$ cat src/sv/rsmp_pkg.sv
// Shared constants, codes and types for the linear interpolation resampler.
// Used by every module of the block; depends on nothing.
package rsmp_pkg;

	// Fixed by the widths of the payload and register fields
	localparam int MAX_LANES   = 8;
	localparam int SAMPLE_BITS = 16;
	localparam int FRAC_BITS   = 16;

	// Read position: two integer bits over the fraction
	localparam int POS_W    = FRAC_BITS + 2;
	localparam int STEP_W   = FRAC_BITS + 2;
	localparam int FRAMES_W = 16;
	localparam int CHAN_W   = 4;

	// Lane product: difference (one bit wider than a sample) times fraction
	localparam int PROD_W = SAMPLE_BITS + 1 + FRAC_BITS;

	localparam logic [POS_W-1:0] ONE_POS  = POS_W'(1) << FRAC_BITS;
	localparam logic [STEP_W-1:0] STEP_MIN = STEP_W'(1) << (FRAC_BITS - 1);
	localparam logic [STEP_W-1:0] STEP_MAX = STEP_W'(2) << FRAC_BITS;

	// Configuration port
	localparam int CFG_IDX_W  = 2;
	localparam int CFG_DATA_W = STEP_W;

	localparam logic [CFG_IDX_W-1:0] REG_STEP       = CFG_IDX_W'(0);
	localparam logic [CFG_IDX_W-1:0] REG_OUT_FRAMES = CFG_IDX_W'(1);
	localparam logic [CFG_IDX_W-1:0] REG_CHANNELS   = CFG_IDX_W'(2);

	localparam logic [STEP_W-1:0]   STEP_RESET     = STEP_W'(1) << FRAC_BITS;
	localparam logic [FRAMES_W-1:0] FRAMES_RESET   = '0;
	localparam logic [CHAN_W-1:0]   CHANNELS_RESET = CHAN_W'(2);

	typedef enum logic [1:0] {
		ST_IDLE,
		ST_OUT,
		ST_MUL
	} state_t;

	// Controls from the sequencer to the lanes and the output register
	typedef struct packed {
		logic                 sel_port;
		logic                 cap_en;
		logic                 mul_en;
		logic                 prev_ld;
		logic                 out_ld;
		logic                 run_end;
		logic                 buffer_done;
		logic [MAX_LANES-1:0] active;
		logic [FRAC_BITS-1:0] frac;
	} ctrl_t;

endpackage

$ cat src/sv/rsmp_lane.sv
// One interpolation lane: holds the previous and current sample of its lane
// and forms prev + ((cur - prev) * frac >>> FRAC_BITS). Depends on rsmp_pkg.
module rsmp_lane (
	input  logic                                 clk,
	input  logic                                 arst_n,
	input  rsmp_pkg::ctrl_t                      ctl,
	input  logic                                 active,
	input  logic signed [rsmp_pkg::SAMPLE_BITS-1:0] sample,
	output logic signed [rsmp_pkg::SAMPLE_BITS-1:0] result
);

	logic signed [rsmp_pkg::SAMPLE_BITS-1:0] prev_q;
	logic signed [rsmp_pkg::SAMPLE_BITS-1:0] cur_q;
	logic signed [rsmp_pkg::SAMPLE_BITS-1:0] cur;
	logic signed [rsmp_pkg::SAMPLE_BITS:0]   diff;
	logic signed [rsmp_pkg::PROD_W-1:0]      diff_ext;
	logic signed [rsmp_pkg::PROD_W-1:0]      frac_ext;
	logic signed [rsmp_pkg::PROD_W-1:0]      prod_s1;

	// Take the sample straight from the input beat, later from the held copy
	assign cur = ctl.sel_port ? sample : cur_q;

	// Difference and product operands
	assign diff     = (rsmp_pkg::SAMPLE_BITS + 1)'(cur) - (rsmp_pkg::SAMPLE_BITS + 1)'(prev_q);
	assign diff_ext = rsmp_pkg::PROD_W'(diff);
	assign frac_ext = $signed(rsmp_pkg::PROD_W'(ctl.frac));

	// Hold the current frame sample for the rest of the item
	always_ff @(posedge clk) begin
		if (ctl.cap_en) begin
			cur_q <= sample;
		end
	end

	// Register the product
	always_ff @(posedge clk) begin
		if (ctl.mul_en) begin
			prod_s1 <= diff_ext * frac_ext;
		end
	end

	// Advance the previous sample at the end of an item
	always_ff @(posedge clk or negedge arst_n) begin
		if (!arst_n) begin
			prev_q <= '0;
		end else if (ctl.prev_ld) begin
			prev_q <= cur;
		end
	end

	// Floor shift and add; only the low sample bits of the sum are kept
	always_comb begin
		if (active) begin
			result = prev_q + prod_s1[rsmp_pkg::FRAC_BITS +: rsmp_pkg::SAMPLE_BITS];
		end else begin
			result = '0;
		end
	end

endmodule

$ cat config.mk
export PLATFORM = sky130hd
export DESIGN_NAME = rsmp_lane
export DESIGN_NICKNAME = d
export VERILOG_FILES = /design/src/sv/rsmp_pkg.sv /design/src/sv/rsmp_lane.sv
export SDC_FILE = /design/constraint.sdc
export NUM_CORES = 1
export LEC_CHECK = 0
export ABC_AREA = 1
export BUFFER_PORTS_ARGS = -buffer_cell sky130_fd_sc_hd__buf_4
export CORE_ASPECT_RATIO = 1.4
export CORE_MARGIN = 3
export CORE_UTILIZATION = 62
export CTS_BUF_LIST = sky130_fd_sc_hd__clkbuf_16
export CTS_CLUSTER_SIZE = 40
export DETAILED_ROUTE_END_ITERATION = 10
export HOLD_SLACK_MARGIN = 0.03
export MAX_ROUTING_LAYER = met4
export PLACE_DENSITY = 0.83
export SLEW_MARGIN = 20
export SYNTH_ARGS = -nofsm -noshare
export SYNTH_HDL_FRONTEND = slang
export SYNTH_SLANG_ARGS = --single-unit
$ cat constraint.sdc
create_clock -name clk -period 8.34 [get_ports clk]
set_input_delay 1.251 -clock clk [delete_from_list [all_inputs] [get_ports clk]]
set_output_delay 1.251 -clock clk [all_outputs]
set_load 0.05 [all_outputs]
==> impl_metrics.yaml <==
synthesis:
  yosys.area.top_type_share_pct: 36.6
  ys_seq_elements: 48
  synth_commonest_cells: "inv_1 (476), nand2_1 (332), fa_1 (260), nor2_1 (174), ha_1 (118)"
  synth.most_common_cell: "inv_1"
  synth_edf_count: 32
  synth_top_family_by_area: "adder cells"
  synth_top_area_cell: "fa_1"
  ys_seq_area_share_pct: 9.58
  syn_nets: 2241
  muxShareOfSynthArea_pct: 1.26
  synth.area.top_cells: "fa_1 (37%), inv_1 (13%), ha_1 (10%)"
  synth_cell_types: 54
  syn_area_per_cell_um2: 7.84
  synth-async-reset-ratio_pct: 33.3
  synth_simple_gate_area_share_pct: 19.8
  synthAdderAreaFrac_pct: 47.0
  synth-xor-area-share_pct: 2.03
  synth_compound_area_share_pct: 6.13
  synth.cell_area_mm2: 0.0142
  synthFlopType: "edfxtp_1"
  yosysWarnings: 0
  syn_inst: 1813
detailed_routing:
  viasPerCell: 5.52
  drt-total-wl_um: 40400
  avgRoutedWirePerCell_um: 18.1
  topRoutingLayerUsed: "met4"
  firstDrtPassIters: 6
  drc: 0
  met1Wirelength_um: 13300
  drtIter0Drc: 818
  vias: 12341
  ant_nets: 0
  dr_wl_met3_um: 2600
  wl_met2_um: 20300
timing:
  finalClockSkew_ps: 3.20
  period_share_pct: 99.0
  setup_viol_count_final: 0
  slew_violations: 0
  rsz0062_at_grt: "true"
  worst_pin_slew_ps: 808
  finalHoldViolations: 0
  slew_headroom_pct: 46.0
  fmax_mhz: 121
  period_minus_slack_ps: 8260
  whs_ps: 610
worst_setup_path:
  crit_fanout: 5
  slowest_stage: "fa_1"
  critPathArrivalTime_ps: 8290
  endpoint_kind: "flip-flop"
  slowest_delay_ps: 570
  worstSetupStartpointType: "input pin"
  cp_common_cell: "fa_1"
  criticalPathCategory: "input pin to flip-flop"
  required_ps: 8380
clocking:
  h-tree-depth: 2
  cts-root-buf: "clkbuf_16"
  hold_buffers: 0
  insertion_delay_ps: 290
  clkSinkCount: 48
  cts_buffer_depth: 2
  cts_tree: "built"
  numCtsBuffers: 5
  clkSlewWorstSetupHoldPaths_ps: 70
placement:
  place_congestion: 1.02
  dp_hpwl_um: 33700
  io_buffers: 54
final_layout:
  fin_nets: 2365
  insertedDiodeCount: 0
  regArea_mm2: 0.00136
  multi_input_area_mm2: 0.0110
  syn_to_final_growth_pct: 11.9
  fillers: 1665
  drive_above_1_share_pct: 14.0
worst_hold_path:
  min-delay-path-class: "flip-flop to flip-flop"
global_routing:
  grt_util_all_layers_pct: 34.5
  grt_pass1_vias: 13280
  antenna_found_initial: 0
  grt_pass1_wl_um: 64200
  grt_overflow: 0
  grt_max_degree: 33
outcome:
  status: "complete, no violations"
die:
  die_area_mm2: 0.0248
  core_area_mm2: 0.0222
  initial_core_util_pct: 64.1
  row_count: 64
  die_width_um: 134
  fp.dieH_um: 185
  ioPinCount: 66
job:
  max_cap_viol_count: 0
==> stage by stage <==
step	setup TNS [ps]	area (µm²)	instances	utilization, %	setup WS [ps]
after floorplan	0	14200	1813	-	306
after global placement	-51.4	15600	2223	70.2	-25.8
after detailed placement	-871	15600	2223	70.2	-150
after CTS	0	15700	2231	71.0	137
after global routing	-972	15900	2235	71.7	-167
final	0	15900	2235	71.7	84.4
==> registers in the layout, indices dropped and copies added, names as in the netlist <==
name / cells
cur_q: 16
prev_q: 16
prod_s1: 16
==> worst paths after layout <==
path | endpoint | depth (start not counted) | slack [ps] | startpoint
min | prev_q[6] | 3 | 610 | cur_q[6]
max | prod_s1[31] | 34 | 80 | ctl[30]
max reg2reg | prod_s1[31] | 33 | 930 | cur_q[0]
min reg2reg | prev_q[6] | 3 | 610 | cur_q[6]
min in group asynchronous | prev_q[4] | 1 | 810 | arst_n
max in group asynchronous | prev_q[11] | 1 | 7340 | arst_n
==> per-layer routing <==
| metal | vias to the layer above | global-route usage, % |
|---|---|---|
| met5 | - | - |
| met4 | 0 | 27.6 |
| met1 | 5955 | 34.8 |
| met3 | 224 | 4.08 |
| li1 | 5635 | - |
| met2 | 527 | 60.2 |
==> worst max-delay path, delay by kind of cell <==
kind	cells	cell delay (ps)
AOI/OAI and AO/OA	5	930
and+or+nand+nor	9	910
xor gates and xnor gates	1	150
muxes	1	340
buffers and inverters	10	870
adders and majority gates	8	3800
==> placed cells by master (no fill, tap or decap), types with 3 or more instances in the layout <==
master,count
buf_12,4
o21ai_1,3
clkbuf_16,5
edfxtp_1,32
a21boi_0,3
buf_4,149
a31oi_1,4
o21bai_2,4
nand3_1,94
inv_2,10
a21oi_1,55
o21bai_1,7
fa_2,4
nand2_2,11
nor3_1,5
dfrtp_1,16
nor2_2,32
fa_1,256
nand3b_1,3
nand4_1,5
xnor2_1,3
ha_1,116
inv_1,474
o22ai_1,4
a21o_1,9
xor2_2,3
a21oi_2,6
mux2_2,15
or2_1,3
nor2_1,168
o21ai_0,45
xor2_1,23
or2_2,4
nand2_1,329
==> logic make-up after synthesis <==
kind of cell / Yosys count
buffers and inverters: 525
and+or+nand+nor: 665
adders and majority gates: 378
xor gates and xnor gates: 30
muxes: 16
DFF: 48
AOI/OAI and AO/OA: 151
==> what timing repair did <==
action	CTS	global route
gates resized for setup	0	37
endpoints found under the setup margin	0	14
setup buffers	0	4
==> layout make-up <==
cell class / count / share of cell area, %
clock buffers: 5 / 0.787
well taps: 297 / 2.34
clock inverters: 3 / 0.291
flip-flops and latches: 48 / 8.56
repair buffers: 154 / 7.61
inverters: 488 / 11.5
multi-input cells: 1240 / 68.9
Power is left out: the tool's default activity adds up to more than one toggle a clock period on the data nets, which glitch-free logic cannot reach.
