**src/sv/rsmp_pkg.sv**
```systemverilog
// Shared constants, codes and types for the linear interpolation resampler.
// Used by every module of the block; depends on nothing.
package rsmp_pkg;

	// Fixed by the widths of the payload and register fields
	localparam int MAX_LANES   = 8;
	localparam int SAMPLE_BITS = 16;
	localparam int FRAC_BITS   = 16;

	// Read position: two integer bits over the fraction
	localparam int POS_W    = FRAC_BITS + 2;
	localparam int STEP_W   = FRAC_BITS + 2;
	localparam int FRAMES_W = 16;
	localparam int CHAN_W   = 4;

	// Lane product: difference (one bit wider than a sample) times fraction
	localparam int PROD_W = SAMPLE_BITS + 1 + FRAC_BITS;

	localparam logic [POS_W-1:0] ONE_POS  = POS_W'(1) << FRAC_BITS;
	localparam logic [STEP_W-1:0] STEP_MIN = STEP_W'(1) << (FRAC_BITS - 1);
	localparam logic [STEP_W-1:0] STEP_MAX = STEP_W'(2) << FRAC_BITS;

	// Configuration port
	localparam int CFG_IDX_W  = 2;
	localparam int CFG_DATA_W = STEP_W;

	localparam logic [CFG_IDX_W-1:0] REG_STEP       = CFG_IDX_W'(0);
	localparam logic [CFG_IDX_W-1:0] REG_OUT_FRAMES = CFG_IDX_W'(1);
	localparam logic [CFG_IDX_W-1:0] REG_CHANNELS   = CFG_IDX_W'(2);

	localparam logic [STEP_W-1:0]   STEP_RESET     = STEP_W'(1) << FRAC_BITS;
	localparam logic [FRAMES_W-1:0] FRAMES_RESET   = '0;
	localparam logic [CHAN_W-1:0]   CHANNELS_RESET = CHAN_W'(2);

	typedef enum logic [1:0] {
		ST_IDLE,
		ST_OUT,
		ST_MUL
	} state_t;

	// Controls from the sequencer to the lanes and the output register
	typedef struct packed {
		logic                 sel_port;
		logic                 cap_en;
		logic                 mul_en;
		logic                 prev_ld;
		logic                 out_ld;
		logic                 run_end;
		logic                 buffer_done;
		logic [MAX_LANES-1:0] active;
		logic [FRAC_BITS-1:0] frac;
	} ctrl_t;

endpackage

```
**src/sv/rsmp_merge.sv**
```systemverilog
// Output register: gathers the lane results and flags into one output beat
// and holds it until taken. Depends on rsmp_pkg.
module rsmp_merge (
	input  logic                                    clk,
	input  logic                                    arst_n,
	input  rsmp_pkg::ctrl_t                         ctl,
	input  logic signed [rsmp_pkg::SAMPLE_BITS-1:0] lane_res [rsmp_pkg::MAX_LANES],
	output logic                                    out_free,
	output logic                                    out_valid,
	input  logic                                    out_ready,
	output logic signed [rsmp_pkg::SAMPLE_BITS-1:0] out_data [rsmp_pkg::MAX_LANES],
	output logic                                    run_end,
	output logic                                    buffer_done
);

	logic valid_q;

	assign out_free  = !valid_q || out_ready;
	assign out_valid = valid_q;

	// Load a new beat when the sequencer emits
	always_ff @(posedge clk) begin
		if (ctl.out_ld) begin
			out_data    <= lane_res;
			run_end     <= ctl.run_end;
			buffer_done <= ctl.buffer_done;
		end
	end

	// Valid rises on load, drops when the beat is taken
	always_ff @(posedge clk or negedge arst_n) begin
		if (!arst_n) begin
			valid_q <= 1'b0;
		end else if (ctl.out_ld) begin
			valid_q <= 1'b1;
		end else if (out_ready) begin
			valid_q <= 1'b0;
		end
	end

endmodule

```
**config.mk**
```make
export PLATFORM = sky130hd
export DESIGN_NAME = rsmp_merge
export DESIGN_NICKNAME = d
export VERILOG_FILES = /design/src/sv/rsmp_pkg.sv /design/src/sv/rsmp_merge.sv
export SDC_FILE = /design/constraint.sdc
export NUM_CORES = 1
export LEC_CHECK = 0
export BUFFER_PORTS_ARGS = -buffer_cell sky130_fd_sc_hd__buf_4
export CAP_MARGIN = 20
export CORE_AREA = 2 2 113 115
export CTS_CLUSTER_SIZE = 8
export DETAILED_ROUTE_END_ITERATION = 16
export DIE_AREA = 0 0 115 117
export GPL_TIMING_DRIVEN = 1
export PLACE_DENSITY = 0.69
export SLEW_MARGIN = 0
export SYNTH_ARGS = -nofsm -noshare
export SYNTH_HDL_FRONTEND = slang
export SYNTH_SLANG_ARGS = --single-unit
```
**constraint.sdc**
```tcl
create_clock -name clk -period 0.8 [get_ports clk]
set_input_delay 0.08 -clock clk [delete_from_list [all_inputs] [get_ports clk]]
set_output_delay 0.08 -clock clk [all_outputs]
set_load 0.02 [all_outputs]
```
==> results.yml, run 1 <==
outcome:
  status: "stopped before the end"
  haltStage: "clock tree synthesis (4_1_cts)"
  error: "[ERROR RSZ-0060] Max buffer count reached."
synth:
  synth-compound-area-share_pct: 0
  yosys.area_share.simple_pct: 0.570
  synth_top_area_cell: "edfxtp_1"
  yosysWarnings: 0
  yosysSeqAreaShare_pct: 99.4
  synth_edf_count: 130
  ys_seq_elements: 131
  ys_types: 4
  synth_xor_area_share_pct: 0
  synth_most_common_cell: "edfxtp_1"
  synth_nets: 295
  synth_top_family_by_area: "simple AND/OR/NAND/NOR gates"
  synthTopCellsByCount: "edfxtp_1, dfrtp_1, nand2b_2, nand2b_4"
  netlist_area_sq_mm: 0.00395
  synthAdderAreaFrac_pct: 0
  ys.flop_type: "edfxtp_1"
  yosysTopAreaCellShare_pct: 98.8
  synthMuxAreaShare_pct: 0
  netlist_instances: 133
  async_flop_share_pct: 0.763
  syn_avg_cell_area_sq_um: 29.7
  yosys-top-cells-area: "edfxtp_1, dfrtp_1, nand2b_4"
die:
  std_cell_rows: 41
  initial_core_util_pct: 32.1
  die_y_um: 117
  die_w_um: 115
  io_pins: 294
placement:
  port_buffers: 265
  gp_congestion: 0.708
  dp_hpwl_um: 7500
clock_tree:
  htree_levels: 4
  cts-root-buf: "clkbuf_16"
  cts_buffer_depth: 2
  cts_buffers: 17
  cts_sinks: 131
  ctsHoldBuffers: 119
  post_cts_buffers: 1
  cts_resized: 124
## cells by family after synthesis
kind of cell	count (synthesis)
flops	131
simple gates	2
## stage by stage
| step | cell area, sq um | instances | utilization [%] | setup slack (ns) |
|---|---|---|---|---|
| 3_5_place_dp | 6220 | 557 | 50.5 | -0.122 |
| 3_3_place_gp | 6220 | 557 | 50.5 | -0.104 |
| 2_1_floorplan | 3950 | 133 | - | 0.0280 |
==> run 2, diff against run 1 <==
--- a/config.mk
+++ b/config.mk
@@ -7,12 +7,11 @@
 export LEC_CHECK = 0
 export BUFFER_PORTS_ARGS = -buffer_cell sky130_fd_sc_hd__buf_4
 export CAP_MARGIN = 20
-export CORE_AREA = 2 2 113 115
-export CTS_CLUSTER_SIZE = 8
+export CORE_MARGIN = 1
+export CORE_UTILIZATION = 20
 export DETAILED_ROUTE_END_ITERATION = 16
-export DIE_AREA = 0 0 115 117
 export GPL_TIMING_DRIVEN = 1
-export PLACE_DENSITY = 0.69
+export PLACE_DENSITY_LB_ADDON = 0.15
 export SLEW_MARGIN = 0
 export SYNTH_ARGS = -nofsm -noshare
 export SYNTH_HDL_FRONTEND = slang
==> constraint.sdc (replaced) <==
create_clock -name clk -period 1.04 [get_ports clk]
set_input_delay 0.104 -clock clk [delete_from_list [all_inputs] [get_ports clk]]
set_output_delay 0.104 -clock clk [all_outputs]
set_load 0.02 [all_outputs]
==> results.yml, run 2 <==
layout:
  n_antenna_cell: 0
  largest_reg_flops: 128
  fillCellCount: 1718
  layout_commonest_cell: "buf_4"
  area_growth_pct: 121
  stdcell_area_sq_mm: 0.00872
  utilization_pct: 45.0
  drive_gt1_share_pct: 53.6
  max_flop_register: "out_data"
  fin_nets: 718
  layout_common_cells: "buf_4, dlygate4sd3_1, buf_6"
setup_path:
  max_stage_delay_ns: 0.42
  path_cells: "nand2b_4 > buf_6"
  crit_required_ns: 0.94
  path_class: "flip-flop to primary output"
  endpoint_kind: "primary output"
  path_max_fanout: 2
  slowest_stage: "dfrtp_1"
  ff2ff_setup_slack_ns: 0.28
  critPathArrivalTime_ns: 1.03
  cp-start-kind: "flip-flop"
drt:
  routed_via_density: 3.58
  drc_errors: 0
  detailroute.via_count: 2982
  first_iter_violations: 73
  firstDrtPassIters: 6
  drt-wirelength-per-cell_um: 14.2
  ant_nets: 0
  drt_wl_total_um: 11900
timing:
  grt_setup_unrepaired: "yes"
  clock-skew-final_ns: 0
  tightest_slew_ns: 0.225
  setup_ws_ns: -0.0914
  period_share_pct: 109
  slew_headroom_pct: 85.0
  finalSetupTns_ns: -0.631
  setup_viol: 56
  min_period_ns: 1.13
  fmax_ghz: 0.884
  finalHoldViolations: 0
  slew_viol_final: 0
die:
  die_y_um: 143
  initial_core_util_pct: 20.4
  std_cell_rows: 51
  dieArea_sq_mm: 0.0203
  io_pins: 294
  core-area_sq_mm: 0.0194
  die_w_um: 143
hold_path:
  min_path_type: "primary input to flip-flop"
synth:
  async_flop_share_pct: 0.763
  ys_seq_elements: 131
  netlist_instances: 133
  yosysTopAreaCellShare_pct: 98.8
  synth_top_area_cell: "edfxtp_1"
  ys.flop_type: "edfxtp_1"
  ys_types: 4
  synthTopCellsByCount: "edfxtp_1, dfrtp_1, nand2b_2, nand2b_4"
  yosysSeqAreaShare_pct: 99.4
  syn_avg_cell_area_sq_um: 29.7
  yosys-top-cells-area: "edfxtp_1, dfrtp_1, nand2b_4"
  netlist_area_sq_mm: 0.00395
  synth_edf_count: 130
  yosysWarnings: 0
  synth_most_common_cell: "edfxtp_1"
  synth_nets: 295
power_and_ir_drop:
  power_density_mw_per_mm2: 1650
  ir_worst_vdd_mv: 1.01
  leakage_uw: 0.00359
  p_total_uw: 14400
global_route:
  grt_util_met1_pct: 11.6
  gr-usage-met2_pct: 20.7
  antenna_found_initial: 0
  overflow: 0
  grt_util_met3_pct: 6.70
  grt.busiest_layer: "met2"
  track_usage_pct: 11.9
  grt_pass1_wl_um: 17400
  grt_pass1_vias: 3286
  grt_max_degree: 38
clock_tree:
  cts_buffers: 17
  clk_pin_slew_ns: 0.07
  cts_buffer_depth: 2
  clkLatencyLatePin_ns: 0.41
  htree_levels: 4
  cts_tree: "done"
  cts-root-buf: "clkbuf_16"
  cts_sinks: 131
outcome:
  violations: "negative setup slack"
  status: "finished with violations"
placement:
  pre_cts_ws_ns: 0.100
  port_buffers: 265
  dp_hpwl_um: 8180
  gp_congestion: 0.675
  post_dp_cell_area_sq_mm: 0.00635
flow_run:
  cap_violations: 0
run 2: cell counts after synthesis:
No cell type changed its count.
run 2: timing repair:
item / 4_1_cts / 5_1_grt
pin swaps: 0 / 0
endpoints found under the hold margin: 131 / 0
gates resized for setup: 124 / 7
endpoints found under the setup margin: 132 / 132
setup buffers: 1 / 0
hold buffers: 132 / 0
run 2: cell families after synthesis:
family / count (synthesis) / share of synthesized area [%]
flip-flops: 131 / 99.4
AND/OR/NAND/NOR: 2 / 0.570
run 2: worst max-delay path, delay by kind of cell, from the launching register on:
family                 cells  cell delay [ns]
buffers and inverters      1             0.11
DFF                        1             0.42
and+or+nand+nor            1             0.09
run 2: per-stage QoR:
stage	instances	hold slack [ns]
after floorplan	133	-0.192
after global placement	669	-0.120
after detailed placement	669	-0.120
after CTS	834	0.0371
after global routing	834	0.0320
final	834	0.0556
run 2: layer usage:
layer  share of wire, %  wire (um)  vias up
met5                  0          0        -
li1                   -          -     1389
met3                 11       1250       10
met4                1.2        144        0
met1                 34       4080     1435
met2                 54       6400      148
run 2: path summary, 6_finish.rpt:
check                           startpoint      endpoint  cells after the start
worst max-delay path             out_valid      out_free                      2
worst min-delay path               ctl[26]  out_data[87]                      1
worst max register to register   out_valid     out_valid                      3
worst min register to register   out_valid     out_valid                      3
max in group asynchronous           arst_n     out_valid                      3
min in group asynchronous           arst_n     out_valid                      3
run 2: cell type report:
| class | instances | area (sq um) | share of cell area (%) |
|---|---|---|---|
| flip-flops and latches | 131 | 3930 | 45.0 |
| repair buffers | 404 | 3890 | 44.6 |
| clock buffers | 18 | 429 | 4.92 |
| well taps | 265 | 332 | 3.80 |
| clock inverters | 14 | 118 | 1.35 |
| multi-input cells | 2 | 22.5 | 0.258 |
run 2: report_power, final:
| group | internal (uW) | leakage, uW | switching (uW) |
|---|---|---|---|
| sequential | 6280 | 0.00128 | 189 |
| clock | 3110 | 0.000261 | 2400 |
| combinational | 1390 | 0.00205 | 982 |
(Power assumes the default switching activity.)
