--- src/sv/rsmp_pkg.sv ---
// Shared constants, codes and types for the linear interpolation resampler.
// Used by every module of the block; depends on nothing.
package rsmp_pkg;

	// Fixed by the widths of the payload and register fields
	localparam int MAX_LANES   = 8;
	localparam int SAMPLE_BITS = 16;
	localparam int FRAC_BITS   = 16;

	// Read position: two integer bits over the fraction
	localparam int POS_W    = FRAC_BITS + 2;
	localparam int STEP_W   = FRAC_BITS + 2;
	localparam int FRAMES_W = 16;
	localparam int CHAN_W   = 4;

	// Lane product: difference (one bit wider than a sample) times fraction
	localparam int PROD_W = SAMPLE_BITS + 1 + FRAC_BITS;

	localparam logic [POS_W-1:0] ONE_POS  = POS_W'(1) << FRAC_BITS;
	localparam logic [STEP_W-1:0] STEP_MIN = STEP_W'(1) << (FRAC_BITS - 1);
	localparam logic [STEP_W-1:0] STEP_MAX = STEP_W'(2) << FRAC_BITS;

	// Configuration port
	localparam int CFG_IDX_W  = 2;
	localparam int CFG_DATA_W = STEP_W;

	localparam logic [CFG_IDX_W-1:0] REG_STEP       = CFG_IDX_W'(0);
	localparam logic [CFG_IDX_W-1:0] REG_OUT_FRAMES = CFG_IDX_W'(1);
	localparam logic [CFG_IDX_W-1:0] REG_CHANNELS   = CFG_IDX_W'(2);

	localparam logic [STEP_W-1:0]   STEP_RESET     = STEP_W'(1) << FRAC_BITS;
	localparam logic [FRAMES_W-1:0] FRAMES_RESET   = '0;
	localparam logic [CHAN_W-1:0]   CHANNELS_RESET = CHAN_W'(2);

	typedef enum logic [1:0] {
		ST_IDLE,
		ST_OUT,
		ST_MUL
	} state_t;

	// Controls from the sequencer to the lanes and the output register
	typedef struct packed {
		logic                 sel_port;
		logic                 cap_en;
		logic                 mul_en;
		logic                 prev_ld;
		logic                 out_ld;
		logic                 run_end;
		logic                 buffer_done;
		logic [MAX_LANES-1:0] active;
		logic [FRAC_BITS-1:0] frac;
	} ctrl_t;

endpackage

--- src/sv/rsmp_ctrl.sv ---
// Sequencer of the resampler: configuration registers, read position,
// output count and the per-item state machine. Depends on rsmp_pkg.
module rsmp_ctrl (
	input  logic                               clk,
	input  logic                               arst_n,
	input  logic                               cfg_valid,
	output logic                               cfg_ready,
	input  logic [rsmp_pkg::CFG_IDX_W-1:0]     cfg_index,
	input  logic [rsmp_pkg::CFG_DATA_W-1:0]    cfg_data,
	input  logic                               in_valid,
	output logic                               in_ready,
	input  logic                               first,
	input  logic                               out_free,
	output rsmp_pkg::ctrl_t                    ctl
);

	rsmp_pkg::state_t state_q, state_d;

	logic [rsmp_pkg::STEP_W-1:0]   step_q;
	logic [rsmp_pkg::FRAMES_W-1:0] out_frames_q;
	logic [rsmp_pkg::CHAN_W-1:0]   channels_q;
	logic [rsmp_pkg::POS_W-1:0]    pos_q;
	logic [rsmp_pkg::FRAMES_W-1:0] cnt_q;
	logic                          second_q;

	logic [rsmp_pkg::STEP_W-1:0]   step_eff;
	logic [rsmp_pkg::POS_W-1:0]    pos_n;
	logic [rsmp_pkg::FRAMES_W-1:0] cnt_n;
	logic                          accept;
	logic                          can_emit;
	logic                          last;
	logic                          emit_done;

	function automatic logic [rsmp_pkg::POS_W-1:0] pos_wrap(input logic [rsmp_pkg::POS_W-1:0] p);
		return (p >= rsmp_pkg::ONE_POS) ? p - rsmp_pkg::ONE_POS : p;
	endfunction

	// Saturate the step into its legal range
	always_comb begin
		if (step_q < rsmp_pkg::STEP_MIN) begin
			step_eff = rsmp_pkg::STEP_MIN;
		end else if (step_q > rsmp_pkg::STEP_MAX) begin
			step_eff = rsmp_pkg::STEP_MAX;
		end else begin
			step_eff = step_q;
		end
	end

	// Position and count after the frame now being emitted
	assign pos_n    = pos_q + rsmp_pkg::POS_W'(step_eff);
	assign cnt_n    = cnt_q + rsmp_pkg::FRAMES_W'(1);
	assign can_emit = (pos_q < rsmp_pkg::ONE_POS) && (cnt_q < out_frames_q);
	assign last     = second_q || !((pos_n < rsmp_pkg::ONE_POS) && (cnt_n < out_frames_q));

	assign in_ready  = (state_q == rsmp_pkg::ST_IDLE);
	assign cfg_ready = 1'b1;
	assign accept    = in_valid && in_ready;
	assign emit_done = (state_q == rsmp_pkg::ST_OUT) && out_free;

	// Next state
	always_comb begin
		state_d = state_q;
		unique case (state_q)
			rsmp_pkg::ST_IDLE: begin
				if (accept && !first && can_emit) begin
					state_d = rsmp_pkg::ST_OUT;
				end
			end
			rsmp_pkg::ST_OUT: begin
				if (out_free) begin
					state_d = last ? rsmp_pkg::ST_IDLE : rsmp_pkg::ST_MUL;
				end
			end
			rsmp_pkg::ST_MUL: begin
				state_d = rsmp_pkg::ST_OUT;
			end
			default: begin
				state_d = rsmp_pkg::ST_IDLE;
			end
		endcase
	end

	// Lane and output register controls
	always_comb begin
		ctl.sel_port    = (state_q == rsmp_pkg::ST_IDLE);
		ctl.cap_en      = accept;
		ctl.mul_en      = (accept && !first && can_emit) || (state_q == rsmp_pkg::ST_MUL);
		ctl.prev_ld     = (accept && (first || !can_emit)) || (emit_done && last);
		ctl.out_ld      = emit_done;
		ctl.run_end     = last;
		ctl.buffer_done = (cnt_n == out_frames_q);
		ctl.frac        = pos_q[rsmp_pkg::FRAC_BITS-1:0];
		for (int i = 0; i < rsmp_pkg::MAX_LANES; i++) begin
			ctl.active[i] = (int'(channels_q) > i);
		end
	end

	// Configuration registers
	always_ff @(posedge clk or negedge arst_n) begin
		if (!arst_n) begin
			step_q       <= rsmp_pkg::STEP_RESET;
			out_frames_q <= rsmp_pkg::FRAMES_RESET;
			channels_q   <= rsmp_pkg::CHANNELS_RESET;
		end else if (cfg_valid && cfg_ready) begin
			unique case (cfg_index)
				rsmp_pkg::REG_STEP:       step_q       <= cfg_data[rsmp_pkg::STEP_W-1:0];
				rsmp_pkg::REG_OUT_FRAMES: out_frames_q <= cfg_data[rsmp_pkg::FRAMES_W-1:0];
				rsmp_pkg::REG_CHANNELS:   channels_q   <= cfg_data[rsmp_pkg::CHAN_W-1:0];
				default: begin
				end
			endcase
		end
	end

	// State, read position and count
	always_ff @(posedge clk or negedge arst_n) begin
		if (!arst_n) begin
			state_q  <= rsmp_pkg::ST_IDLE;
			pos_q    <= '0;
			cnt_q    <= '0;
			second_q <= 1'b0;
		end else begin
			state_q <= state_d;
			if (accept) begin
				second_q <= 1'b0;
				if (first) begin
					pos_q <= '0;
					cnt_q <= '0;
				end else if (!can_emit) begin
					pos_q <= pos_wrap(pos_q);
				end
			end
			if (emit_done) begin
				cnt_q    <= cnt_n;
				second_q <= 1'b1;
				pos_q    <= last ? pos_wrap(pos_n) : pos_n;
			end
		end
	end

endmodule

--- config.mk ---
export PLATFORM = sky130hd
export DESIGN_NAME = rsmp_ctrl
export DESIGN_NICKNAME = d
export VERILOG_FILES = /design/src/sv/rsmp_pkg.sv /design/src/sv/rsmp_ctrl.sv
export SDC_FILE = /design/constraint.sdc
export NUM_CORES = 1
export LEC_CHECK = 0
export BUFFER_PORTS_ARGS = -buffer_cell sky130_fd_sc_hd__buf_4
export CAP_MARGIN = 0
export CORE_MARGIN = 10
export CORE_UTILIZATION = 42
export DETAILED_ROUTE_END_ITERATION = 6
export MAX_ROUTING_LAYER = met4
export PLACE_DENSITY = 0.73
export RECOVER_POWER = 25
export SLEW_MARGIN = 20
export SYNTH_ARGS = -nofsm -noshare
export SYNTH_HDL_FRONTEND = slang
export SYNTH_SLANG_ARGS = --single-unit
--- constraint.sdc ---
create_clock -name clk -period 3.6 [get_ports clk]
set_input_delay 0.18 -clock clk [delete_from_list [all_inputs] [get_ports clk]]
set_output_delay 0.18 -clock clk [all_outputs]
set_load 0.01 [all_outputs]
==> results of run 1 <==
flip-flops by register name, indices dropped and copies added, names as in the netlist:
register      count
channels_q        4
cnt_q            16
out_frames_q     16
pos_q            18
second_q          1
state_q           2
step_q           18
Yosys cell counts (11+ instances only):
cell type and number:
and2_1 13, buf_4 21, inv_1 32, o21ai_0 37, xnor2_1 14, nand3_1 11, a22o_1 11, ha_1 51
mux2_2 37, xor2_1 12, nor2_1 22, dfrtp_1 73, a21oi_1 31, nand2_1 42
report_power, final:
part	total, mW	switching, mW	leakage, nW	internal [mW]
sequential	1.21	0.188	0.938	1.02
combinational	1.81	0.913	1.91	0.899
clock	0.993	0.368	0.155	0.626
critical path, delay by kind of cell (launching register included):
family | cells | cell delay [ns]
muxes | 1 | 0.28
buffers and inverters | 8 | 1.06
adders and majority gates | 1 | 0.17
DFF | 1 | 0.43
AOI/OAI and AO/OA | 4 | 0.80
and+or+nand+nor | 6 | 1.02
final cells by class:
class | instances | area share
Clock inverter | 6 | 0.01372
Clock buffer | 10 | 0.03691
Inverter | 33 | 0.01913
Multi-Input combinational cell | 386 | 0.5040
Tap cell | 147 | 0.02841
Sequential cell | 75 | 0.2910
Timing Repair Buffer | 91 | 0.1069
path summary, 6_finish.rpt:
kind / startpoint / endpoint / slack, ns
setup reg to reg: step_q[7]$_DFFE_PN0P_ / pos_q[16]$_DFFE_PN0P_ / -0.30
min in group asynchronous: arst_n / pos_q[3]$_DFFE_PN0P_ / 0.36
setup / recovery: step_q[7]$_DFFE_PN0P_ / pos_q[16]$_DFFE_PN0P_ / -0.30
hold reg to reg: out_frames_q[7]$_DFFE_PN0P_ / out_frames_q[7]$_DFFE_PN0P_ / 0.51
max in group asynchronous: arst_n / cnt_q[5]$_DFFE_PN0P_ / 1.97
hold / removal: cfg_data[6] / step_q[6]$_DFFE_PN0P_ / 0.08
stage by stage:
| step | instances | hold slack (ns) |
|---|---|---|
| 6_report | 748 | 0.08217 |
| 2_1_floorplan | 529 | -0.1156 |
| 5_1_grt | 748 | 0.07399 |
| 4_1_cts | 743 | 0.03548 |
| 3_3_place_gp | 711 | 0.3841 |
| 3_5_place_dp | 711 | 0.4027 |
kinds of logic (layout without fill, tap and decap cells):
kind of cell,count (synthesis),after routing,share of synthesized area
flops,75,75,0.3639
other cells,1,1,0.0007260
mux,39,39,0.08454
xor+xnor,27,27,0.04724
buf+inv,68,140,0.06710
simple gates,137,137,0.1475
compound gates,130,130,0.1616
fa+ha+maj,52,52,0.1274
layer usage:
| layer | wire length [um] | track usage | part of all wire |
|---|---|---|---|
| met3 | 745 | 0.04915 | 0.054 |
| met4 | 234 | 0.04186 | 0.017 |
| met1 | 6134 | 0.2015 | 0.45 |
| met2 | 6637 | 0.2551 | 0.48 |
| met5 | 0 | - | 0 |
timing repair:
item	in CTS	in global routing
resized for setup	25	41
setup endpoints to repair	2	4
hold endpoints to repair	0	0
pin swaps	12	19
cloned	1	0
setup buffers	15	6
==> flow_metrics.env, run 1 <==
export IMPL_outcome="finished with violations"
export IMPL_violations="capacitance limit, slew limit, setup timing"
export IMPL_synth_warnings=0
export IMPL_num_rows=40
export IMPL_core_um2=12010
export IMPL_vias_per_cell=5.651
export IMPL_seqCellArea_um2=1884
export IMPL_dp_hpwl_mm=9.602
export IMPL_ant_nets=0
export IMPL_grt_total_usage=0.1630
export IMPL_fmax_mhz=256.6
export IMPL_yosysSeqAreaShare=0.3639
export IMPL_cts_sinks=75
export IMPL_synth_async_reset_ratio=1.000
export IMPL_synth_top_area_frac=0.3537
export IMPL_dieWidth_um=130.9
export IMPL_grt_max_degree=76
export IMPL_path_cells="nor4_4 -> nand4_1 -> mux2i_4 -> buf_4 -> and2_4 -> ha_4 -> o211ai_1 -> o21a_2 -> a211o_1 -> nand3_2 -> nand4_2 -> buf_4 -> buf_4 -> buf_4 -> buf_4 -> buf_4 -> buf_4 -> buf_4 -> or3b_1 -> o21ai_1"
export IMPL_slowest_delay_ns=0.43
export IMPL_grt_first_pass_wirelength_mm=21.61
export IMPL_numCtsBuffers=9
export IMPL_start_kind="flip-flop"
export IMPL_ios=59
export IMPL_dieArea_um2=17130
export IMPL_cts_tree="done"
export IMPL_syn_to_final_growth_pct=25.36
export IMPL_ir_drop_uv=638.7
export IMPL_postSynthAreaPerCell_um2=9.764
export IMPL_clock_root_buffer="clkbuf_16"
export IMPL_fin_util=0.5391
export IMPL_finalWirelength_mm=13.75
export IMPL_crit_top_cell="buf_4"
export IMPL_yosysTopAreaCell="dfrtp_1"
export IMPL_firstDrtPassIters=5
export IMPL_synth_distinct_cells=66
export IMPL_gp_congestion=0.8964
export IMPL_setup_tns_ns=-1.092
export IMPL_rsz0062_at_grt="true"
export IMPL_place_ws_ns=-0.1390
export IMPL_power_density_nw_per_um2=620.3
export IMPL_syn_num_nets=607
export IMPL_yosys_most_used_dff="dfrtp_1"
export IMPL_hold_viol=0
export IMPL_hold_path_depth=2
export IMPL_synth_cells=529
export IMPL_endpoint_kind="flip-flop"
export IMPL_cp_max_fo=5
export IMPL_wl_per_cell_um=18.39
export IMPL_cts_hold_buf=0
export IMPL_die_h_um=130.9
export IMPL_critPathSlowestCell="dfrtp_1"
export IMPL_drt_iter0_drc=339
export IMPL_hold_path_class="in2reg"
export IMPL_synth_area_leaders="dfrtp_1 (35%), ha_1 (12%), mux2_2 (8.1%), o21ai_0 (3.6%), buf_4 (3.1%)"
export IMPL_r2r_cells=20
export IMPL_leakage_nw=3.000
export IMPL_final_cell_mix="buf_4 (85), dfrtp_1 (69), nand2_1 (41)"
export IMPL_clk_pin_slew_ns=0.06
export IMPL_finalPower_mw=4.016
export IMPL_fin_crit_ns=3.897
export IMPL_port_buffers=57
export IMPL_clock_path_buffers=2
export IMPL_maxCapViolations=1
export IMPL_vias=4227
export IMPL_antenna_found_initial=0
export IMPL_place_area_um2=5660
export IMPL_setup_viol_count_final=4
export IMPL_skew_ns=0.01008
export IMPL_start_util=0.4300
export IMPL_num_nets_final=674
export IMPL_fillers=1055
export IMPL_syn_area_um2=5165
export IMPL_final_common_cell="buf_4"
export IMPL_slew_headroom=-0.2617
export IMPL_grt_pass1_vias=4318
export IMPL_criticalPathCategory="reg2reg"
export IMPL_final_cell_area_um2=6475
export IMPL_setup_slack_ns=-0.2968
export IMPL_clkLatencyLatePin_ns=0.34
export IMPL_diodes=0
export IMPL_ys_ff_latch=75
export IMPL_final_period_utilization=1.082
export IMPL_overflow=0
export IMPL_required_ns=3.82
export IMPL_multi_input_area_um2=3263
export IMPL_htree_levels=3
export IMPL_worst_ep_arrival_time_ns=4.11
export IMPL_drc=0
export IMPL_synth_edf_count=0
export IMPL_tightest_slew_ns=1.893
export IMPL_drive_above_1_share=0.3544
export IMPL_drv_slew=76
(Power assumes the default switching activity.)
==> run 2, diff against run 1 <==
--- a/config.mk
+++ b/config.mk
@@ -17,3 +17,4 @@
 export SYNTH_ARGS = -nofsm -noshare
 export SYNTH_HDL_FRONTEND = slang
 export SYNTH_SLANG_ARGS = --single-unit
+export TNS_END_PERCENT = 10
==> run 2 against run 1 <==
Net effect: the run still ends with capacitance limit, slew limit, setup timing left; fmax increased by 0.77%; critical path depth decreased by 5; sequential cell count unchanged; register-to-register slack improved by 0.08 ns; setup slack improved by 0.030 ns; final cell count decreased by 0.67%; worst hold slack got worse by 0.0027 ns; utilization decreased by 1.2 points; critical path type is now reg2out; largest cell class unchanged.
==> flow_metrics.env, run 2 (synthesis gave the netlist of run 1 again) <==
export IMPL_drive_above_1_share=0.3205
export IMPL_drt_iter0_drc=358
export IMPL_grt_total_usage=0.1632
export IMPL_place_area_um2=5660
export IMPL_firstDrtPassIters=5
export IMPL_cts_tree="done"
export IMPL_fin_util=0.5275
export IMPL_ant_nets=0
export IMPL_reg_top3="pos_q (18), step_q (18)"
export IMPL_final_cell_mix="buf_4 (82), dfrtp_1 (70), ha_1 (43)"
export IMPL_port_buffers=57
export IMPL_r2r_cells=20
export IMPL_clock_path_buffers=2
export IMPL_hold_path_class="in2reg"
export IMPL_skew_ns=0.009034
export IMPL_min_to="step_q[6]$_DFFE_PN0P_"
export IMPL_final_cell_area_um2=6336
export IMPL_switchingPower_mw=1.422
export IMPL_rsz0062_at_grt="true"
export IMPL_num_nets_final=669
export IMPL_htree_levels=3
export IMPL_syn_to_final_growth_pct=22.67
export IMPL_reg2reg_from="step_q[13]$_DFFE_PN0P_"
export IMPL_pwr_share_comb=0.437
export IMPL_wl_per_cell_um=17.81
export IMPL_overflow=0
export IMPL_fin_crit_ns=3.867
export IMPL_setup_tns_ns=-0.7777
export IMPL_outcome="finished with violations"
export IMPL_cts_sinks=75
export IMPL_hold_start="cfg_data[6]"
export IMPL_start_util=0.4300
export IMPL_drv_slew=76
export IMPL_hold_path_depth=2
export IMPL_clkLatencyLatePin_ns=0.34
export IMPL_reg2reg_slack_ns=-0.22
export IMPL_power_density_nw_per_um2=614.5
export IMPL_r2r_end="pos_q[16]$_DFFE_PN0P_"
export IMPL_cp_max_fo=5
export IMPL_hold_viol=0
export IMPL_setup_slack_ns=-0.2672
export IMPL_dieWidth_um=130.9
export IMPL_violations="capacitance limit, slew limit, setup timing"
export IMPL_grt_first_pass_wirelength_mm=21.65
export IMPL_grt_pass1_vias=4324
export IMPL_place_ws_ns=-0.1390
export IMPL_finalPower_mw=3.894
export IMPL_cts_hold_buf=0
export IMPL_core_um2=12010
export IMPL_vias=4159
export IMPL_clock_root_buffer="clkbuf_16"
export IMPL_drc=0
export IMPL_endpoint_kind="primary output"
export IMPL_criticalPathCategory="reg2out"
export IMPL_critPathSlowestCell="dfrtp_1"
export IMPL_vias_per_cell=5.598
export IMPL_leakage_nw=2.970
export IMPL_worst_ep_arrival_time_ns=3.69
export IMPL_start_kind="flip-flop"
export IMPL_path_cells="nor4_4 -> nand4_1 -> mux2i_4 -> and2_1 -> ha_2 -> inv_1 -> fa_2 -> nor2b_4 -> o31ai_4 -> a21oi_4 -> o211a_1 -> nor3_2 -> or3_4 -> a21o_1 -> buf_4"
export IMPL_final_period_utilization=1.074
export IMPL_clk_pin_slew_ns=0.06
export IMPL_dieArea_um2=17130
export IMPL_fmax_mhz=258.6
export IMPL_swShare=0.3651
export IMPL_setup_viol_count_final=4
export IMPL_slew_headroom=-0.2604
export IMPL_finalWirelength_mm=13.23
export IMPL_gp_congestion=0.8964
export IMPL_final_common_cell="buf_4"
export IMPL_numCtsBuffers=9
export IMPL_die_h_um=130.9
export IMPL_grt_max_degree=76
export IMPL_maxCapViolations=1
export IMPL_required_ns=3.42
export IMPL_seqPwrFrac=0.308
export IMPL_ir_drop_uv=638.6
export IMPL_tightest_slew_ns=1.891
export IMPL_dp_hpwl_mm=9.602
export IMPL_slowest_delay_ns=0.41
export IMPL_p_clk_frac=0.255
export IMPL_num_rows=40
export IMPL_ios=59
export IMPL_antenna_found_initial=0
export IMPL_p_int_mw=2.472
export IMPL_diodes=0
-- run 2: layout make-up --
| cell class | count | area [um^2] |
|---|---|---|
| clock buffer | 10 | 239.0 |
| clock inverter | 6 | 88.84 |
| fill | 1063 | 5675 |
| inverter | 33 | 123.9 |
| multi-input combinational | 386 | 3177 |
| sequential | 75 | 1883 |
| tap | 147 | 183.9 |
| timing repair buffer | 86 | 640.6 |
-- run 2: timing repair --
action,4_1_cts,5_1_grt
buffers inserted,13,2
resized for setup,24,21
gates cloned,1,0
setup endpoints to repair,2,4
pin swaps,12,6
-- run 2: worst max-delay path: cells and delay by family, from the launching register on --
family,cells,cell delay [ns]
AO/OA/AOI/OAI,4,0.64
flip-flops,1,0.41
buffers and inverters,2,0.19
adder cells (fa/ha/maj),2,0.55
AND/OR/NAND/NOR,6,1.30
multiplexers,1,0.26
-- run 2: worst max path at each step --
stage | from | to | slack (ns)
2_1_floorplan | step_q[0]$_DFFE_PN0P_ | ctl[27] | 0.38
3_3_place_gp | step_q[10]$_DFFE_PN0P_ | ctl[27] | -0.005
3_5_place_dp | step_q[10]$_DFFE_PN0P_ | ctl[27] | -0.14
4_1_cts | step_q[13]$_DFFE_PN0P_ | ctl[27] | -0.27
5_1_grt | step_q[7]$_DFFE_PN0P_ | ctl[27] | -0.44
6_report | step_q[13]$_DFFE_PN0P_ | ctl[27] | -0.27
-- run 2: stage by stage --
stage,hold slack [ns],std cells
after global routing,0.07399,743
after detailed placement,0.4027,711
after floorplan,-0.1156,529
after global placement,0.3841,711
after CTS,0.03548,741
final,0.07951,743
-- run 2: routing by layer --
metal	global-route usage	vias up	share of wire
met5	-	-	0
met4	0.04186	0	0.016
met3	0.04915	23	0.056
met2	0.2551	107	0.47
met1	0.2022	2018	0.46
li1	-	2011	-
-- run 2: power groups by stage --
stage	sequential (mW)	clock [mW]	combinational, mW
floorplan	1.15	0	1.08
global placement	1.18	0	1.42
detailed placement	1.19	0	1.46
CTS	1.19	1.01	1.64
global route	1.22	1.06	1.88
finish	1.20	0.992	1.70
==> run 3, diff against run 2 <==
--- a/config.mk
+++ b/config.mk
@@ -5,13 +5,14 @@
 export SDC_FILE = /design/constraint.sdc
 export NUM_CORES = 1
 export LEC_CHECK = 0
+export ABC_AREA = 1
 export BUFFER_PORTS_ARGS = -buffer_cell sky130_fd_sc_hd__buf_4
 export CAP_MARGIN = 0
 export CORE_MARGIN = 10
 export CORE_UTILIZATION = 42
 export DETAILED_ROUTE_END_ITERATION = 6
 export MAX_ROUTING_LAYER = met4
-export PLACE_DENSITY = 0.73
+export PLACE_DENSITY = 0.72
 export RECOVER_POWER = 25
 export SLEW_MARGIN = 20
 export SYNTH_ARGS = -nofsm -noshare
==> run 3 against run 2 <==
Net effect: the run ends with capacitance limit, slew limit left; largest cell class unchanged; clock skew down 0.0036 ns; non-clock buffer count down 12; critical path type unchanged; synthesized area up 4.7%; routed wire length up 4.4%; highest routed layer unchanged.
==> flow_metrics.env, run 3 <==
export IMPL_synth_distinct_cells=46
export IMPL_grt_pass1_vias=4542
export IMPL_swShare=0.3842
export IMPL_hold_worst_slack_ns=0.06014
export IMPL_synth_cells=734
export IMPL_grt_total_usage=0.1540
export IMPL_die_h_um=133.5
export IMPL_criticalPathCategory="reg2out"
export IMPL_grt_max_degree=76
export IMPL_yosysTopAreaCell="dfrtp_1"
export IMPL_drv_slew=76
export IMPL_dpl_cell_count=930
export IMPL_cts_hold_buf=0
export IMPL_antenna_found_initial=0
export IMPL_fin_crit_ns=3.545
export IMPL_synth_async_reset_ratio=1.000
export IMPL_yosys_most_used_dff="dfrtp_1"
export IMPL_switchingPower_mw=1.388
export IMPL_r2r_cells=19
export IMPL_grt_first_pass_wirelength_mm=22.05
export IMPL_clock_path_buffers=2
export IMPL_final_common_cell="nand2_1"
export IMPL_finalWirelength_mm=13.81
export IMPL_reg_top3="pos_q (18), step_q (18)"
export IMPL_setup_viol_count_final=0
export IMPL_dp_hpwl_mm=10.07
export IMPL_synth_top_area_frac=0.3377
export IMPL_yosysSeqAreaShare=0.3474
export IMPL_power_density_nw_per_um2=557.8
export IMPL_final_period_utilization=0.9847
export IMPL_core_um2=12620
export IMPL_fillers=1219
export IMPL_ys_ff_latch=75
export IMPL_synth_area_leaders="dfrtp_1 (34%), nand2_1 (13%), ha_1 (12%), inv_1 (7.6%), o21ai_0 (5.6%)"
export IMPL_synth_edf_count=0
export IMPL_cts_tree="done"
export IMPL_hold_path_depth=2
export IMPL_tightest_slew_ns=1.925
export IMPL_syn_to_final_growth_pct=19.70
export IMPL_ant_nets=0
export IMPL_p_int_mw=2.225
export IMPL_start_kind="flip-flop"
export IMPL_leakage_nw=3.438
export IMPL_hold_viol=0
export IMPL_hold_path_class="in2reg"
export IMPL_vias=4717
export IMPL_num_rows=41
export IMPL_slew_headroom=-0.2834
export IMPL_firstDrtPassIters=4
export IMPL_endpoint_kind="primary output"
export IMPL_outcome="finished with violations"
export IMPL_dieArea_um2=17820
export IMPL_drt_iter0_drc=262
export IMPL_skew_ns=0.005458
export IMPL_gp_congestion=0.8955
export IMPL_drc=0
export IMPL_place_ws_ns=0.3847
export IMPL_clk_pin_slew_ns=0.06
export IMPL_synth_commonest_cells="nand2_1 (191), inv_1 (109), dfrtp_1 (73)"
export IMPL_diodes=0
export IMPL_seqPwrFrac=0.322
export IMPL_final_cell_mix="nand2_1 (186), inv_1 (100), dfrtp_1 (73), buf_4 (73), o21ai_0 (60)"
export IMPL_start_util=0.4287
export IMPL_clkLatencyLatePin_ns=0.33
export IMPL_multi_input_area_um2=3080
export IMPL_fmax_mhz=282.1
export IMPL_overflow=0
export IMPL_p_clk_frac=0.257
export IMPL_setup_slack_ns=0.05509
export IMPL_dieWidth_um=133.5
export IMPL_worst_ep_arrival_time_ns=3.36
export IMPL_ios=59
export IMPL_fin_cells=960
export IMPL_port_buffers=57
export IMPL_syn_area_um2=5410
export IMPL_numCtsBuffers=9
export IMPL_pwr_share_comb=0.420
export IMPL_htree_levels=3
export IMPL_cp_max_fo=6
export IMPL_maxCapViolations=1
export IMPL_seqCellArea_um2=1879
export IMPL_num_nets_final=861
export IMPL_cts_sinks=75
export IMPL_required_ns=3.42
export IMPL_vias_per_cell=4.914
export IMPL_clock_root_buffer="clkbuf_16"
export IMPL_ir_drop_uv=383.5
export IMPL_yosysMostFrequentCell="nand2_1"
export IMPL_wl_per_cell_um=14.39
export IMPL_violations="capacitance limit, slew limit"
export IMPL_synth_warnings=0
export IMPL_syn_num_nets=812
export IMPL_drive_above_1_share=0.2246
export IMPL_postSynthAreaPerCell_um2=7.371
-- run 3: per-stage QoR --
step	power, mW	utilization	cell area (um^2)	TNS [ns]
2_1_floorplan	2.172	-	5410	0
4_1_cts	3.462	0.4869	6145	0
3_5_place_dp	2.518	0.4627	5839	0
5_1_grt	3.855	0.5132	6476	-0.1153
6_report	3.613	0.5132	6476	0
3_3_place_gp	2.496	0.4627	5839	0
-- run 3: final timing paths --
path | from | endpoint | slack [ns]
max in group asynchronous | arst_n | pos_q[10]$_DFFE_PN0P_ | 2.08
min | out_free | state_q[0]$_DFFE_PN0P_ | 0.06
max reg2reg | step_q[7]$_DFFE_PN0P_ | state_q[1]$_DFFE_PN0P_ | 0.52
min in group asynchronous | arst_n | cnt_q[2]$_DFFE_PN0P_ | 0.37
min reg2reg | out_frames_q[7]$_DFFE_PN0P_ | out_frames_q[7]$_DFFE_PN0P_ | 0.49
max | step_q[7]$_DFFE_PN0P_ | ctl[27] | 0.06
-- run 3: cell families (layout without fill, tap and decap cells) --
kind of cell	after synthesis	after routing	synth area share
AOI/OAI and AO/OA	126	126	0.1316
DFF	75	75	0.3474
adders and majority gates	52	52	0.1216
xor gates and xnor gates	10	10	0.01758
muxes	1	1	0.002081
buffers and inverters	153	207	0.1249
and+or+nand+nor	316	316	0.2542
other	1	1	0.0006931
-- run 3: repair_timing --
item / CTS / global route
setup endpoints to repair: 0 / 2
setup buffers: 0 / 14
resized for setup: 0 / 54
-- run 3: routing by layer --
metal	vias up	part of all wire	global-route usage
met5	-	0	-
met1	2181	0.45	0.1855
met4	0	0.015	0.04111
met3	18	0.026	0.02481
met2	67	0.50	0.2618
li1	2451	-	-
-- run 3: cell type report --
class / instances / share of cell area
Clock buffer: 12 / 0.03961
Multi-Input combinational cell: 506 / 0.4757
Clock inverter: 4 / 0.007535
Timing Repair Buffer: 74 / 0.08539
Tap cell: 172 / 0.03323
Sequential cell: 75 / 0.2902
Inverter: 117 / 0.06839
-- run 3: worst max-delay path: stages (launching register included) --
cell and delay, ns:
dfrtp_1 0.41, inv_1 0.11, nand4_1 0.11, nor3_2 0.22, nand3_1 0.11, nand2_2 0.12
clkinvlp_4 0.17, buf_4 0.20, nor3_2 0.16, ha_1 0.32, a21oi_1 0.18, nand2_1 0.10
a21oi_2 0.17, buf_4 0.14, nand3_2 0.07, nand2_2 0.07, nor2_2 0.04, nand2_2 0.10
nand2_2 0.06, nand2_2 0.07, buf_4 0.11
-- run 3: power by group through the flow --
stage	clock (mW)	combinational [mW]	sequential [mW]
after floorplan	0	1.06	1.12
after global placement	0	1.34	1.16
after detailed placement	0	1.36	1.16
after CTS	0.944	1.37	1.15
after global routing	0.977	1.69	1.19
final	0.930	1.52	1.16
